## src/rtl/fdss_pkg.sv

```systemverilog
`timescale 1ns / 1ps
`default_nettype none
// ----------------------------------------------------------------------------
// fdss_pkg
// Shared types, constants and glyph tables of the four-digit display formatter.
// ----------------------------------------------------------------------------
package fdss_pkg;

    localparam int NUMBER_W = 14;
    localparam int FAULT_W  = 8;
    localparam int ADDR_W   = 7;
    localparam int SEG_W    = 8;
    localparam int POS_W    = 2;
    localparam int DIGIT_W  = 4;

    localparam logic [NUMBER_W-1:0] VALUE_MAX  = 14'd9999;
    localparam logic [POS_W-1:0]    POS_FIRST  = 2'd0;
    localparam logic [POS_W-1:0]    POS_SECOND = 2'd1;
    localparam logic [POS_W-1:0]    POS_THIRD  = 2'd2;
    localparam logic [POS_W-1:0]    POS_LAST   = 2'd3;
    localparam logic [ADDR_W-1:0]   ADDR_BASE  = 7'h68;
    localparam logic [ADDR_W-1:0]   ADDR_LAST  = 7'h6E;
    localparam logic [SEG_W-1:0]    GLYPH_E    = 8'h79;
    localparam logic [SEG_W-1:0]    GLYPH_R    = 8'h50;
    localparam logic [SEG_W-1:0]    GLYPH_BLANK = 8'h00;

    // one queued job: fault jobs carry the fault code in value
    typedef struct packed {
        logic                is_fault;
        logic [NUMBER_W-1:0] value;
    } fdss_job_t;

    typedef enum logic [1:0] {
        SCALE_THOU = 2'd0,
        SCALE_HUND = 2'd1,
        SCALE_TENS = 2'd2,
        SCALE_ONES = 2'd3
    } fdss_scale_t;

    function automatic logic [SEG_W-1:0] fdss_glyph(input logic [DIGIT_W-1:0] digit);
        logic [SEG_W-1:0] seg;
        unique case (digit)
            4'd0:    seg = 8'h3F;
            4'd1:    seg = 8'h06;
            4'd2:    seg = 8'h5B;
            4'd3:    seg = 8'h4F;
            4'd4:    seg = 8'h66;
            4'd5:    seg = 8'h6D;
            4'd6:    seg = 8'h7D;
            4'd7:    seg = 8'h07;
            4'd8:    seg = 8'h7F;
            4'd9:    seg = 8'h6F;
            default: seg = GLYPH_BLANK;
        endcase
        return seg;
    endfunction

    // k times the place weight, k in 0..9
    function automatic logic [NUMBER_W-1:0] fdss_multiple(input fdss_scale_t scale,
                                                          input logic [DIGIT_W-1:0] k);
        logic [NUMBER_W-1:0] kx;
        logic [NUMBER_W-1:0] prod;
        kx = NUMBER_W'(k);
        unique case (scale)
            SCALE_THOU: prod = NUMBER_W'(kx * 14'd1000);
            SCALE_HUND: prod = NUMBER_W'(kx * 14'd100);
            SCALE_TENS: prod = NUMBER_W'(kx * 14'd10);
            SCALE_ONES: prod = kx;
            default:    prod = kx;
        endcase
        return prod;
    endfunction

endpackage
`default_nettype wire

```

## src/rtl/fdss_front.sv

```systemverilog
`timescale 1ns / 1ps
`default_nettype none
// ----------------------------------------------------------------------------
// fdss_front
// Input side: takes items, sorts value and fault requests, clamps values.
// ----------------------------------------------------------------------------
module fdss_front
    import fdss_pkg::*;
(
    input  wire logic                in_valid,
    output      logic                in_ready,
    input  wire logic                action,
    input  wire logic [NUMBER_W-1:0] number,
    input  wire logic [FAULT_W-1:0]  fault_code,
    output      logic                push_valid,
    input  wire logic                push_ready,
    output      fdss_job_t           push_job
);

    logic [NUMBER_W-1:0] clamped;

    assign clamped    = (number > VALUE_MAX) ? VALUE_MAX : number;
    assign in_ready   = push_ready;
    assign push_valid = in_valid;

    always_comb
    begin
        push_job.is_fault = action;
        // fault items only need the code in the job payload
        push_job.value    = action ? NUMBER_W'(fault_code) : clamped;
    end

endmodule
`default_nettype wire

```

## src/rtl/fdss_queue.sv

```systemverilog
`timescale 1ns / 1ps
`default_nettype none
// ----------------------------------------------------------------------------
// fdss_queue
// Two-entry job queue between the front and the digit back end.
// ----------------------------------------------------------------------------
module fdss_queue
    import fdss_pkg::*;
(
    input  wire logic      clk,
    input  wire logic      rst_n,
    input  wire logic      push_valid,
    output      logic      push_ready,
    input  wire fdss_job_t push_job,
    output      logic      pop_valid,
    input  wire logic      pop_ready,
    output      fdss_job_t pop_job
);

    fdss_job_t   entry_reg [2];
    logic        wr_ptr_reg;
    logic        wr_ptr_next;
    logic        rd_ptr_reg;
    logic        rd_ptr_next;
    logic [1:0]  count_reg;
    logic [1:0]  count_next;
    logic        push;
    logic        pop;

    assign push_ready = (count_reg != 2'd2);
    assign pop_valid  = (count_reg != 2'd0);
    assign push       = push_valid && push_ready;
    assign pop        = pop_valid && pop_ready;
    assign pop_job    = entry_reg[rd_ptr_reg];

    always_comb
    begin
        wr_ptr_next = push ? ~wr_ptr_reg : wr_ptr_reg;
        rd_ptr_next = pop ? ~rd_ptr_reg : rd_ptr_reg;
        count_next  = count_reg + 2'(push) - 2'(pop);
    end

    always_ff @(posedge clk or negedge rst_n)
    begin
        if (!rst_n)
        begin
            wr_ptr_reg <= 1'b0;
            rd_ptr_reg <= 1'b0;
            count_reg  <= 2'd0;
        end
        else
        begin
            wr_ptr_reg <= wr_ptr_next;
            rd_ptr_reg <= rd_ptr_next;
            count_reg  <= count_next;
        end
    end

    always_ff @(posedge clk)
    begin
        if (push)
        begin
            entry_reg[wr_ptr_reg] <= push_job;
        end
    end

endmodule
`default_nettype wire

```

## src/rtl/fdss_back.sv

```systemverilog
`timescale 1ns / 1ps
`default_nettype none
// ----------------------------------------------------------------------------
// fdss_back
// Digit back end: peels one decimal digit per cycle unless stalled and emits digit writes.
// ----------------------------------------------------------------------------
module fdss_back
    import fdss_pkg::*;
(
    input  wire logic                clk,
    input  wire logic                rst_n,
    input  wire logic                job_valid,
    output      logic                job_ready,
    input  wire fdss_job_t           job,
    output      logic                out_valid,
    input  wire logic                out_ready,
    output      logic [ADDR_W-1:0]   digit_address,
    output      logic [SEG_W-1:0]    segments,
    output      logic                last
);

    logic [POS_W-1:0]    pos_reg;
    logic [POS_W-1:0]    pos_next;
    logic                fault_reg;
    logic [NUMBER_W-1:0] rem_reg;
    logic [NUMBER_W-1:0] rem_next;
    logic                blank_reg;
    logic                blank_next;
    logic                out_valid_reg;
    logic [ADDR_W-1:0]   addr_reg;
    logic [SEG_W-1:0]    seg_reg;
    logic [SEG_W-1:0]    seg_next;
    logic                last_reg;

    logic                at_first;
    logic                step;
    logic                is_fault;
    logic [NUMBER_W-1:0] rem_cur;
    logic                blank_cur;
    fdss_scale_t         scale;
    logic [DIGIT_W-1:0]  digit;

    assign at_first  = (pos_reg == POS_FIRST);
    // position 0 reads straight from the queue head so items run back to back
    assign step      = (!at_first || job_valid) && (!out_valid_reg || out_ready);
    assign job_ready = at_first && (!out_valid_reg || out_ready);

    assign is_fault  = at_first ? job.is_fault : fault_reg;
    assign rem_cur   = at_first ? job.value : rem_reg;
    assign blank_cur = at_first ? 1'b1 : blank_reg;
    assign pos_next  = pos_reg + POS_W'(1);

    always_comb
    begin
        unique case (pos_reg)
            POS_FIRST:  scale = is_fault ? SCALE_HUND : SCALE_THOU;
            POS_SECOND: scale = is_fault ? SCALE_TENS : SCALE_HUND;
            POS_THIRD:  scale = SCALE_TENS;
            POS_LAST:   scale = SCALE_ONES;
            default:    scale = SCALE_ONES;
        endcase
    end

    // largest k with k * weight <= remainder
    always_comb
    begin
        digit = '0;
        for (int k = 1; k <= 9; k++)
        begin
            if (rem_cur >= fdss_multiple(scale, DIGIT_W'(k)))
            begin
                digit = DIGIT_W'(k);
            end
        end
        rem_next   = rem_cur - fdss_multiple(scale, digit);
        blank_next = blank_cur && (digit == '0);
    end

    always_comb
    begin
        if (is_fault)
        begin
            unique case (pos_reg)
                POS_FIRST:  seg_next = GLYPH_E;
                POS_SECOND: seg_next = GLYPH_R;
                POS_THIRD:  seg_next = GLYPH_R;
                POS_LAST:   seg_next = fdss_glyph(digit);
                default:    seg_next = GLYPH_BLANK;
            endcase
        end
        else if ((pos_reg != POS_LAST) && blank_next)
        begin
            // leading zero
            seg_next = GLYPH_BLANK;
        end
        else
        begin
            seg_next = fdss_glyph(digit);
        end
    end

    always_ff @(posedge clk or negedge rst_n)
    begin
        if (!rst_n)
        begin
            pos_reg       <= POS_FIRST;
            out_valid_reg <= 1'b0;
        end
        else
        begin
            if (step)
            begin
                pos_reg       <= pos_next;
                out_valid_reg <= 1'b1;
            end
            else if (out_ready)
            begin
                out_valid_reg <= 1'b0;
            end
        end
    end

    always_ff @(posedge clk)
    begin
        if (step)
        begin
            fault_reg <= is_fault;
            rem_reg   <= rem_next;
            blank_reg <= blank_next;
            addr_reg  <= ADDR_BASE | ADDR_W'({pos_reg, 1'b0});
            seg_reg   <= seg_next;
            last_reg  <= (pos_reg == POS_LAST);
        end
    end

    assign out_valid     = out_valid_reg;
    assign digit_address = addr_reg;
    assign segments      = seg_reg;
    assign last          = last_reg;

endmodule
`default_nettype wire

```

## src/rtl/four_digit_seven_segment_formatter.sv

```systemverilog
// the first digit write of an item, when the back end is idle, is registered first in the queue
//   and then in the output registers of the digit step
// throughput: four results per item, one per cycle while out_ready is high; one item at a time
//   in the back end, as its single digit step unit handles one position a cycle
// a two-entry queue lets new items in while the back end is still writing digits
// reset: asynchronous, clears the queue and the output valid; no memory clearing pass
`timescale 1ns / 1ps
`default_nettype none
// ----------------------------------------------------------------------------
// four_digit_seven_segment_formatter
// Turns value or fault requests into four seven-segment digit register writes.
// ----------------------------------------------------------------------------
module four_digit_seven_segment_formatter
    import fdss_pkg::*;
(
    input  wire logic                clk,
    input  wire logic                rst_n,
    input  wire logic                in_valid,
    output      logic                in_ready,
    input  wire logic                action,
    input  wire logic [NUMBER_W-1:0] number,
    input  wire logic [FAULT_W-1:0]  fault_code,
    output      logic                out_valid,
    input  wire logic                out_ready,
    output      logic [ADDR_W-1:0]   digit_address,
    output      logic [SEG_W-1:0]    segments,
    output      logic                last
);

    logic      push_valid;
    logic      push_ready;
    fdss_job_t push_job;
    logic      job_valid;
    logic      job_ready;
    fdss_job_t job;

    fdss_front u_front (
        .in_valid   (in_valid),
        .in_ready   (in_ready),
        .action     (action),
        .number     (number),
        .fault_code (fault_code),
        .push_valid (push_valid),
        .push_ready (push_ready),
        .push_job   (push_job)
    );

    fdss_queue u_queue (
        .clk        (clk),
        .rst_n      (rst_n),
        .push_valid (push_valid),
        .push_ready (push_ready),
        .push_job   (push_job),
        .pop_valid  (job_valid),
        .pop_ready  (job_ready),
        .pop_job    (job)
    );

    fdss_back u_back (
        .clk           (clk),
        .rst_n         (rst_n),
        .job_valid     (job_valid),
        .job_ready     (job_ready),
        .job           (job),
        .out_valid     (out_valid),
        .out_ready     (out_ready),
        .digit_address (digit_address),
        .segments      (segments),
        .last          (last)
    );

`ifndef SYNTHESIS
    // last marks exactly the final digit register
    assert property (@(posedge clk) disable iff (!rst_n)
        out_valid |-> (last == (digit_address == ADDR_LAST)))
        else $error("last flag does not match digit position");

    // once an item has started, its remaining digit writes follow without gaps
    assert property (@(posedge clk) disable iff (!rst_n)
        (out_valid && out_ready && !last) |=> out_valid)
        else $error("gap inside an item's digit writes");

    // the decimal point segment is never driven
    assert property (@(posedge clk) disable iff (!rst_n)
        out_valid |-> !segments[SEG_W-1])
        else $error("segment bit 7 set");

    // a taken item reaches the back end or waits in the queue
    assert property (@(posedge clk) disable iff (!rst_n)
        (in_valid && in_ready) |=> job_valid)
        else $error("accepted item not queued");
`endif

endmodule
`default_nettype wire
```

## config.mk

```make
export PLATFORM = sky130hd
export DESIGN_NAME = four_digit_seven_segment_formatter
export DESIGN_NICKNAME = d
export VERILOG_FILES = /design/src/rtl/fdss_pkg.sv /design/src/rtl/fdss_front.sv /design/src/rtl/fdss_queue.sv /design/src/rtl/fdss_back.sv /design/src/rtl/four_digit_seven_segment_formatter.sv
export SDC_FILE = /design/constraint.sdc
export NUM_CORES = 1
export LEC_CHECK = 0
export ABC_AREA = 1
export ABC_CLOCK_PERIOD_IN_PS = 10200
export BUFFER_PORTS_ARGS = -buffer_cell sky130_fd_sc_hd__buf_2
export CAP_MARGIN = 0
export CORE_MARGIN = 8
export CORE_UTILIZATION = 40
export DETAILED_ROUTE_END_ITERATION = 6
export HOLD_SLACK_MARGIN = 0.05
export SYNTH_ARGS = -nofsm -noshare
export SYNTH_HDL_FRONTEND = slang
export SYNTH_SLANG_ARGS = --single-unit
```

## constraint.sdc

```tcl
create_clock -name clk -period 10.2 [get_ports clk]
set_input_delay 2.04 -clock clk [delete_from_list [all_inputs] [get_ports clk]]
set_output_delay 2.04 -clock clk [all_outputs]
set_load 0.02 [all_outputs]
```

==> flow_metrics.env <==
export IMPL_finalCriticalPeriod_ps=8670
export IMPL_die_area_mm2=0.0207
export IMPL_dp_slack_ps=1560
export IMPL_finalSetupTns_ps=0
export IMPL_final_hold_violation_count=0
export IMPL_synth_top_family_by_area="simple AND/OR/NAND/NOR gates"
export IMPL_r2r_start="u_back.pos_reg[0]"
export IMPL_min_period_over_period=0.850
export IMPL_crit_path_top_delay_cell="ha_1"
export IMPL_critPathKind="register to register"
export IMPL_ys_types=57
export IMPL_hold_path_class="register to register"
export IMPL_ys_ff_latch=63
export IMPL_initial_core_util=0.411
export IMPL_overflow=0
export IMPL_ant_nets=0
export IMPL_rows=46
export IMPL_clockBufferDepth=2
export IMPL_htree_levels=3
export IMPL_cts_resized=0
export IMPL_design_area_mm2=0.00719
export IMPL_rsz0062_at_grt="no"
export IMPL_antenna_found_initial=0
export IMPL_vias=5713
export IMPL_yosysSeqAreaShare=0.284
export IMPL_yosys_area_share_adder=0.206
export IMPL_synth_cells=859
export IMPL_fillers=1631
export IMPL_final_setup_skew_ps=6.06
export IMPL_first_pass_iters=5
export IMPL_areaGrowthSynthToFinish_pct=9.80
export IMPL_status="complete, no violations"
export IMPL_fin_cells=1120
export IMPL_drv_cap=0
export IMPL_syn_avg_cell_area_um2=7.62
export IMPL_vias_per_cell=5.10
export IMPL_cts_tree="built"
export IMPL_worstSetupStartpoint="u_back.pos_reg[0]"
export IMPL_start_kind="register"
export IMPL_drive_above_1_share=0.117
export IMPL_cts_root_buffer="clkbuf_16"
export IMPL_setup_ws_ps=1530
export IMPL_synth_edf_count=56
export IMPL_cts_buffers=9
export IMPL_synth_warnings=0
export IMPL_synth_compound_area_frac=0.110
export IMPL_largest_reg_flops=30
export IMPL_grt_pass1_vias=5552
export IMPL_grt_pass1_wl_um=27800
export IMPL_synthArstFlopShare=0.111
export IMPL_io_buffer_count=38
export IMPL_crit_arrival_ps=8760
export IMPL_drc=0
export IMPL_relSlewSlack=0.562
export IMPL_nNetsFinal=1028
export IMPL_crit_fanout=32
export IMPL_grt_start_max_net_pins=33
export IMPL_post_cts_buffers=0
export IMPL_cts_sinks=63
export IMPL_finalSetupViolations=0
export IMPL_die_y_um=144
export IMPL_finalWirelength_um=17200
export IMPL_syn_area_mm2=0.00655
export IMPL_io_pins=45
export IMPL_cpPeakStageDelay_ps=640
export IMPL_detail_route_wl_per_cell_um=15.4
export IMPL_place_area_mm2=0.00692
export IMPL_first_iter_violations=499
export IMPL_crit_required_ps=10290
export IMPL_yosys_area_share_simple=0.276
export IMPL_clk_latency_ps=330
export IMPL_grtUsageTotal=0.171
export IMPL_clkSlewWorstSetupHoldPaths_ps=60
export IMPL_die_w_um=144
export IMPL_yosys_area_share_xor_xnor=0.0241
export IMPL_maxSlewViolCount=0
export IMPL_max_freq_ghz=0.115
export IMPL_endpoint_kind="register"
export IMPL_tightest_slew_ps=657
export IMPL_place_inst=1104
export IMPL_synth_top_flop_cell="edfxtp_1"
export IMPL_hpwlAfterDp_um=13800
export IMPL_core_mm2=0.0159
export IMPL_n_antenna_cell=0
export IMPL_min_from="u_queue.wr_ptr_reg"
export IMPL_cts_hold_buf=0
export IMPL_routabilityCongestion=0.904
export IMPL_synth_area_mux_share=0
-- worst paths after layout --
kind / slack [ps] / endpoint / cells after the start
worst max-delay path: 1530 / u_back.rem_reg[13] / 37
worst min-delay path: 530 / u_queue.wr_ptr_reg / 2
worst max register to register: 1530 / u_back.rem_reg[13] / 37
worst min register to register: 530 / u_queue.wr_ptr_reg / 2
max in group asynchronous: 8500 / u_back.pos_reg[0] / 1
min in group asynchronous: 1540 / u_back.out_valid / 1
-- synth_stat cells (3+ instances only) --
library cell | count | area, µm²
inv_2 | 6 | 22.5
dfrtp_1 | 7 | 175
nor2_2 | 7 | 43.8
o21ai_0 | 29 | 145
a31oi_1 | 4 | 25.0
ha_1 | 92 | 1150
buf_4 | 8 | 60.1
edfxtp_1 | 56 | 1680
o21ai_1 | 14 | 70.1
buf_6 | 5 | 56.3
xor2_1 | 14 | 123
nand3_1 | 49 | 245
a22o_1 | 4 | 35.0
a21oi_4 | 3 | 48.8
or2_1 | 8 | 50.1
inv_1 | 123 | 462
or2_2 | 4 | 25.0
o21bai_1 | 3 | 22.5
nand4_1 | 14 | 87.6
nand2_1 | 200 | 751
a21oi_1 | 42 | 210
clkbuf_1 | 3 | 11.3
nor2_1 | 86 | 323
nand3_2 | 4 | 40.0
nand2_2 | 11 | 68.8
nor3_1 | 11 | 55.1
fa_1 | 10 | 200
xnor2_1 | 4 | 35.0
-- layer usage --
layer | GRT usage | wire length (µm) | vias to the layer above
met1 | 0.225 | 8210 | 2657
met4 | 0.0432 | 313 | 0
met2 | 0.287 | 7990 | 133
met5 | 0 | 0 | -
li1 | - | - | 2900
met3 | 0.0249 | 694 | 23
-- cell type report --
cell class	instances	area, µm²	area share
clock buffer	9	225	0.0313
clock inverter	7	47.5	0.00661
inverter	133	503	0.0700
multi-input combinational	649	4060	0.565
sequential	63	1860	0.258
tap	216	270	0.0376
timing repair buffer	43	228	0.0317
-- layout by cell type, fill, tap and decap left out, types with 4 or more instances in the layout --
cell type and n:
xor2_1 14, nand2_1 200, nand4_1 14, nor3_1 11, clkbuf_16 9, or2_1 8, nor2_1 86, buf_2 38
nor2_2 7, dfrtp_1 7, nand3_1 49, nand2_2 11, edfxtp_1 56, inv_1 123, inv_2 6, a21oi_1 41
a22o_1 4, o21ai_0 29, a31oi_1 4, conb_1 6, nand3_2 4, o21ai_1 14, buf_4 5, fa_1 10
ha_1 92, or2_2 4, xnor2_1 4
-- critical path, delay by kind of cell (launching register included) --
kind | cells | cell delay, ps
buf+inv | 8 | 1610
flops | 1 | 450
compound gates | 4 | 830
fa+ha+maj | 7 | 2880
simple gates | 17 | 2430
xor+xnor | 1 | 230
-- metrics by stage --
step,hold slack [ps],util
global placement,506,0.434
floorplan,487,-
CTS,528,0.451
finish,528,0.451
detailed placement,516,0.434
global route,554,0.451
-- kinds of logic (layout without fill, tap and decap cells) --
| kind of cell | Yosys count | after routing |
|---|---|---|
| other | 2 | 6 |
| AO/OA/AOI/OAI | 119 | 119 |
| flip-flops | 63 | 63 |
| adder cells (fa/ha/maj) | 102 | 102 |
| AND/OR/NAND/NOR | 404 | 404 |
| XOR/XNOR | 18 | 18 |
| buffers and inverters | 151 | 192 |
Power is left out: the tool's default activity adds up to more than one toggle a clock period on the data nets, which glitch-free logic cannot reach.
